--- src/rtl/gxve_pkg.sv ---
// types and constants of the gorilla xor value encoder
`timescale 1ns / 1ps

package gxve_pkg;

  localparam int WORD_BITS    = 64;
  localparam int LEAD_W       = 6;
  localparam int COUNT_W      = 7;
  localparam int ELEM_BYTES_W = 4;
  localparam int MAX_BYTES    = 8;
  localparam int OUT_USER_W   = 3;
  localparam int OUT_FIELDS_W = LEAD_W + COUNT_W + WORD_BITS;
  localparam int OUT_DATA_W   = ((OUT_FIELDS_W + 7) / 8) * 8;
  localparam int OUT_PAD_W    = OUT_DATA_W - OUT_FIELDS_W;

  localparam logic [ELEM_BYTES_W-1:0] ELEM_BYTES_RESET = ELEM_BYTES_W'(MAX_BYTES);
  localparam logic [COUNT_W-1:0]      FULL_COUNT       = COUNT_W'(WORD_BITS);

  typedef struct packed {
    logic                 raw_first;
    logic                 changed;
    logic                 new_window;
    logic [LEAD_W-1:0]    leading_zeros;
    logic [COUNT_W-1:0]   bit_count;
    logic [WORD_BITS-1:0] payload;
  } result_t;

endpackage

--- src/rtl/gorilla_xor_value_encoder.sv ---
// Gorilla XOR value encoder: streams one value per beat and gives one coded result per beat.
// The block accepts one value beat every clock cycle and offers its result from the result
// register: the masked value is held in an input register, then the XOR with the
// previous value, the leading and trailing zero counts, the window check and the payload
// shift are all worked out in one pass into the result register. Throughput is one beat
// per cycle as long as the result side keeps taking beats; a stall on out_tready holds
// the result register and then the input register. The previous value and the stored
// window advance as each result is written, so back-to-back beats see each other's
// state. in_tready is low while rst_n is held.
// cfg_wr_data sets the element size in bytes (reset 8, above 8 counts as 8, 0 masks
// every value to zero); write it only while no beat is in flight.
`timescale 1ns / 1ps

module gorilla_xor_value_encoder (
  input  logic                                 clk,
  input  logic                                 rst_n,
  // configuration
  input  logic                                 cfg_wr_en,
  input  logic [gxve_pkg::ELEM_BYTES_W-1:0]    cfg_wr_data,  // element_bytes
  // value stream
  input  logic                                 in_tvalid,
  output logic                                 in_tready,
  input  logic [gxve_pkg::WORD_BITS-1:0]       in_tdata,     // value
  input  logic                                 in_tuser,     // block_start
  // result stream
  output logic                                 out_tvalid,
  input  logic                                 out_tready,
  // leading_zeros [5:0], bit_count [12:6], payload [76:13], zero pad [79:77]
  output logic [gxve_pkg::OUT_DATA_W-1:0]      out_tdata,
  // raw_first [0], changed [1], new_window [2]
  output logic [gxve_pkg::OUT_USER_W-1:0]      out_tuser
);

  localparam int WB = gxve_pkg::WORD_BITS;
  localparam int LW = gxve_pkg::LEAD_W;
  localparam int CW = gxve_pkg::COUNT_W;

  logic [gxve_pkg::ELEM_BYTES_W-1:0] elem_bytes_r;
  logic [gxve_pkg::ELEM_BYTES_W-1:0] bytes_clamped;
  logic [WB-1:0]                     value_mask;

  logic          s1_valid_r;
  logic [WB-1:0] s1_value_r;
  logic          s1_start_r;

  logic                  out_valid_r;
  gxve_pkg::result_t     res_r;
  gxve_pkg::result_t     res_nxt;

  logic [WB-1:0] prev_value_r, prev_value_nxt;
  logic [LW-1:0] win_lead_r, win_lead_nxt;
  logic [CW-1:0] win_bits_r, win_bits_nxt;

  logic          s2_ready;
  logic          s1_load;
  logic          s2_adv;

  logic [WB-1:0] xor_val;
  logic [LW-1:0] lead;
  logic [LW-1:0] trail;
  logic [CW-1:0] mbits;
  logic [CW-1:0] top_end;
  logic [CW-1:0] win_end;
  logic [CW-1:0] reuse_shift;
  logic          fits;

  assign s2_ready  = !out_valid_r || out_tready;
  assign in_tready = rst_n && (!s1_valid_r || s2_ready);
  assign s1_load   = in_tvalid && in_tready;
  assign s2_adv    = s1_valid_r && s2_ready;

  // element width mask, one byte lane at a time
  always_comb begin
    bytes_clamped = (elem_bytes_r > gxve_pkg::ELEM_BYTES_W'(gxve_pkg::MAX_BYTES)) ?
                    gxve_pkg::ELEM_BYTES_W'(gxve_pkg::MAX_BYTES) : elem_bytes_r;
    for (int k = 0; k < gxve_pkg::MAX_BYTES; k++) begin
      value_mask[k*8 +: 8] = (gxve_pkg::ELEM_BYTES_W'(k) < bytes_clamped) ? 8'hFF : 8'h00;
    end
  end

  assign xor_val = s1_value_r ^ prev_value_r;

  // leading zero count: highest set bit wins
  always_comb begin
    lead = '0;
    for (int i = 0; i < WB; i++) begin
      if (xor_val[i]) begin
        lead = LW'(WB - 1 - i);
      end
    end
  end

  // trailing zero count: lowest set bit wins
  always_comb begin
    trail = '0;
    for (int i = WB - 1; i >= 0; i--) begin
      if (xor_val[i]) begin
        trail = LW'(i);
      end
    end
  end

  assign mbits       = gxve_pkg::FULL_COUNT - {1'b0, lead} - {1'b0, trail};
  assign top_end     = gxve_pkg::FULL_COUNT - {1'b0, trail};
  assign win_end     = {1'b0, win_lead_r} + win_bits_r;
  assign reuse_shift = gxve_pkg::FULL_COUNT - win_end;
  assign fits        = (win_bits_r != '0) && (lead >= win_lead_r) &&
                       (top_end <= win_end) && (win_end <= gxve_pkg::FULL_COUNT);

  always_comb begin
    res_nxt        = '0;
    prev_value_nxt = s1_value_r;
    win_lead_nxt   = win_lead_r;
    win_bits_nxt   = win_bits_r;
    if (s1_start_r) begin
      res_nxt.raw_first = 1'b1;
      res_nxt.bit_count = gxve_pkg::FULL_COUNT;
      res_nxt.payload   = s1_value_r;
      win_lead_nxt      = '0;
      win_bits_nxt      = '0;
    end else if (xor_val != '0) begin
      res_nxt.changed = 1'b1;
      if (fits) begin
        // bits above the window are already zero, no mask needed
        res_nxt.bit_count = win_bits_r;
        res_nxt.payload   = xor_val >> reuse_shift[LW-1:0];
      end else begin
        res_nxt.new_window    = 1'b1;
        res_nxt.leading_zeros = lead;
        res_nxt.bit_count     = mbits;
        res_nxt.payload       = xor_val >> trail;
        win_lead_nxt          = lead;
        win_bits_nxt          = mbits;
      end
    end
  end

  always_ff @(posedge clk) begin
    if (!rst_n) begin
      elem_bytes_r <= gxve_pkg::ELEM_BYTES_RESET;
      s1_valid_r   <= 1'b0;
      out_valid_r  <= 1'b0;
      prev_value_r <= '0;
      win_lead_r   <= '0;
      win_bits_r   <= '0;
    end else begin
      if (cfg_wr_en) begin
        elem_bytes_r <= cfg_wr_data;
      end
      if (s1_load) begin
        s1_valid_r <= 1'b1;
      end else if (s2_adv) begin
        s1_valid_r <= 1'b0;
      end
      if (s2_adv) begin
        out_valid_r  <= 1'b1;
        prev_value_r <= prev_value_nxt;
        win_lead_r   <= win_lead_nxt;
        win_bits_r   <= win_bits_nxt;
      end else if (out_tready) begin
        out_valid_r <= 1'b0;
      end
    end
  end

  // payload registers
  always_ff @(posedge clk) begin
    if (s1_load) begin
      s1_value_r <= in_tdata & value_mask;
      s1_start_r <= in_tuser;
    end
    if (s2_adv) begin
      res_r <= res_nxt;
    end
  end

  assign out_tvalid = out_valid_r;
  assign out_tuser  = {res_r.new_window, res_r.changed, res_r.raw_first};
  assign out_tdata  = {{gxve_pkg::OUT_PAD_W{1'b0}}, res_r.payload, res_r.bit_count,
                       res_r.leading_zeros};

endmodule

--- config.mk ---
export PLATFORM = sky130hd
export DESIGN_NAME = gorilla_xor_value_encoder
export DESIGN_NICKNAME = d
export VERILOG_FILES = /design/src/rtl/gxve_pkg.sv /design/src/rtl/gorilla_xor_value_encoder.sv
export SDC_FILE = /design/constraint.sdc
export NUM_CORES = 1
export LEC_CHECK = 0
export BUFFER_PORTS_ARGS = -buffer_cell sky130_fd_sc_hd__buf_2
export CAP_MARGIN = 20
export CORE_ASPECT_RATIO = 1.75
export CORE_MARGIN = 2
export CORE_UTILIZATION = 65
export DETAILED_ROUTE_END_ITERATION = 6
export MAX_ROUTING_LAYER = met4
export PLACE_DENSITY = 0.95
export SKIP_LAST_GASP = 1
export SYNTH_ARGS = -nofsm -noshare
export SYNTH_HDL_FRONTEND = slang
export SYNTH_SLANG_ARGS = --single-unit
--- constraint.sdc ---
create_clock -name clk -period 9.8 [get_ports clk]
set_clock_uncertainty 0.05 [all_clocks]
set_input_delay 0.49 -clock clk [delete_from_list [all_inputs] [get_ports clk]]
set_output_delay 0.49 -clock clk [all_outputs]
set_load 0.005 [all_outputs]
==> key figures <==
Timing
  – RSZ-0062 raised after global routing: no
  – Slew HR: 20.9%
  – Final Cycle Share: 93.8%
  – FMAX: 0.109 GHz
  – Final hold vios: 0
  – Final-report setup violation count: 0
  – Final min period: 9190 ps
  – Setup TNS: 0 ps
  – Fin. max-slew vios: 0
  – Worst Tran Pin Value: 1170 ps
  – Worst hold slack: 71.3 ps

Hold path
  – Worst Hold Class: primary input to register
  – Hold Path Origin: in_tuser

Die
  – Die Width: 121 um
  – Ports: 159
  – Num rows: 74
  – Die ar.: 0.0252 mm^2
  – CORE AREA: 0.0234 mm^2
  – Starting Density: 66.2%
  – Die Ht: 208 um

Setup path
  – Required time worst endpoint: 9950 ps
  – Worst Path Arrival: 9350 ps
  – CP startpoint: prev_value_nxt[58]
  – Critical path class: register to register
  – Worst Setup End Kind: register
  – CP max FO: 34
  – Reg2Reg Launch Point: prev_value_nxt[58]
  – CP Launch Type: register

Yosys
  – Count of cell types in the netlist: 76
  – Top cell types by occurrence after synthesis: 258 x nand2_1, 160 x mux2i_1, 145 x edfxtp_1
  – Biggest area consumer among synthesized cells: edfxtp_1
  – Syn_area_per_cell: 9.33 um^2
  – Synth Warn #: 0
  – EDFF count, synth: 145
  – Synth Flop Type: edfxtp_1
  – Post-Syn Area: 0.0155 mm^2
  – Async S/R FF share, synth: 0%
  – Synth Register Bits: 228
  – Post-synth top area share: 28.1%
  – Synth top area cells: edfxtp_1 28%, dfxtp_1 11%, mux2i_1 10%
  – Most common cell in the netlist: nand2_1
  – Cell count after synthesis: 1663
  – Seq/Total Area, Yosys: 38.8%

Outcome
  – Outcome: finished with violations
  – Violated checks: DRC

Detailed routing
  – Antenna viol nets, final: 0
  – Drt wl/cell: 31.4 um
  – # DRC: 29
  – WL met2: 30100 um
  – Uppermost routed layer: met4
  – Post-Route WL: 66500 um
  – M1 wire length: 19500 um
  – DRT iter0 DRCs: 2190
  – First-pass DRT Iterations: 7
  – DR vias: 15400
  – Wire length on met3: 7100 um
  – Post-DR vias/cell: 7.29

Power
  – Static Leak: 7.23 nW
  – VDD IR max: 0.178 mV
  – Power density cells: 193 mW/mm^2

Finish
  – Fill count: 1660
  – Nets: 1899
  – Final core utilization: 74.0%
  – P&R area growth vs syn: 11.7%
  – Share of cells above drive strength 1: 15.0%

Run
  – Maxcap violations: 0

GRT
  – GRT Total Usage: 55.0%
  – Global route total overflow: 0
  – Initial antenna violation count: 4
  – Pin count of the biggest net entering global routing: 85
  – First-pass GRT wire length: 99600 um
  – Vias in the first global route: 15300

CTS
  – Clock slew at reported path FFs: 70 ps
  – Clock sink count: 228
  – Total CTS buffers: 22
  – Clock tree buffer depth: 3
  – CTS tree: done
  – Root Buffer: clkbuf_16
  – Clk_lat worst skew: 560 ps
  – Cts repair resizes: 0
  – Post-CTS Hold Buffers: 0
  – Post-CTS Setup Bufs: 0
  – CTS H-Tree Depth: 1

Placement
  – Final HPWL DP: 49100 um
  – Global placer's final weighted congestion: 1.17
  – I/O Buffers: 155
## placed cells by master, fill, tap and decap left out, types with 7 or more instances in the layout
master     count
o21a_1         9
a22oi_1       20
a21o_1         7
a31oi_1        7
o211ai_1      24
a21oi_1       70
o22ai_1       11
and2_1        13
xnor2_1       74
nand4_1       16
mux2_2        23
nor3_1        27
ha_1          32
clkbuf_16     23
buf_2        156
a221oi_1      10
nor4_1         8
nor2_1        83
mux2i_1      160
nand3_1       21
inv_1         24
dfxtp_1       83
a21boi_0      67
nor2b_1       75
o221ai_1      10
buf_4         32
o2111ai_1     11
o21ai_0       79
nand2_1      258
a211oi_1      20
edfxtp_1     145
xor2_1        55
a22o_1        19
## report_power, final
part	internal, mW	switching [mW]
logic	0.442	0.854
clock network	0.483	0.395
registers	1.11	0.0638
## path summary, 6_finish.rpt
path                                    endpoint  slack (ps)  depth (start not counted)
worst min-delay path                  s1_start_r          70                          1
worst max-delay path               out_tdata[46]         610                         22
worst min register to register  prev_value_r[39]         430                          2
worst max register to register     out_tdata[46]         610                         22
## layer usage
layer | vias up | global-route usage [%]
met5 | - | -
met4 | 0 | 55.3
met3 | 634 | 18.9
met2 | 1315 | 83.2
met1 | 7090 | 52.5
li1 | 6387 | -
## final cells by class
| class | instances | area [um^2] | area share (%) |
|---|---|---|---|
| Clock buffer | 32 | 639 | 3.69 |
| Multi-Input combinational cell | 1323 | 9030 | 52.1 |
| Antenna cell | 4 | 10.0 | 0.0578 |
| Timing Repair Buffer | 191 | 1080 | 6.25 |
| Clock inverter | 8 | 76.3 | 0.440 |
| Inverter | 25 | 96.3 | 0.556 |
| Sequential cell | 228 | 6020 | 34.7 |
| Tap cell | 304 | 380 | 2.19 |
## worst max-delay path: stages, from the launching register on
cell       delay [ps]
edfxtp_1          450
xnor2_1           740
nand4_1           390
o21ai_0           350
a21oi_1           170
o211a_1           260
o21ai_0           910
inv_1             260
and2_1            250
nand2_1            80
xnor2_1           110
ha_1              270
a2111oi_0         460
a31oi_1           140
a211o_1           300
nor3_1            280
a21o_2            780
mux2i_1           790
mux2i_1           240
mux2i_1           240
mux2_2            340
nor2_1             70
o31ai_1           890
## sequential cells by signal (all words and copies together), names as in the netlist
name and count:
win_lead_r 6, s1_valid_r 1, s1_start_r 1, elem_bytes_r 4, prev_value_r 64, win_bits_r 7, prev_value_nxt 64, out_tdata 77
out_tvalid 1, out_tuser 3
## through the flow
stage / power [mW] / area [um^2] / setup WS (ps) / instances
6_report: 3.35 / 17300 / 607 / 2115
5_1_grt: 3.43 / 17300 / 759 / 2115
4_1_cts: 3.24 / 17300 / 1430 / 2106
3_5_place_dp: 2.38 / 16500 / 1470 / 2066
3_3_place_gp: 2.37 / 16500 / 1140 / 2065
2_1_floorplan: 1.96 / 15500 / 4150 / 1665
## kinds of logic (layout without fill, tap and decap cells)
| logic type | Yosys count | in the layout | share of synthesized area (%) |
|---|---|---|---|
| adder cells (fa/ha/maj) | 34 | 34 | 2.84 |
| XOR/XNOR | 129 | 129 | 7.28 |
| AND/OR/NAND/NOR | 537 | 537 | 16.0 |
| AO/OA/AOI/OAI | 434 | 434 | 19.4 |
| flip-flops | 228 | 228 | 38.8 |
| buffers and inverters | 114 | 256 | 3.24 |
| multiplexers | 186 | 186 | 12.4 |
| other | 1 | 7 | 0.0242 |
Note: power is estimated with default switching activity, not from simulation.
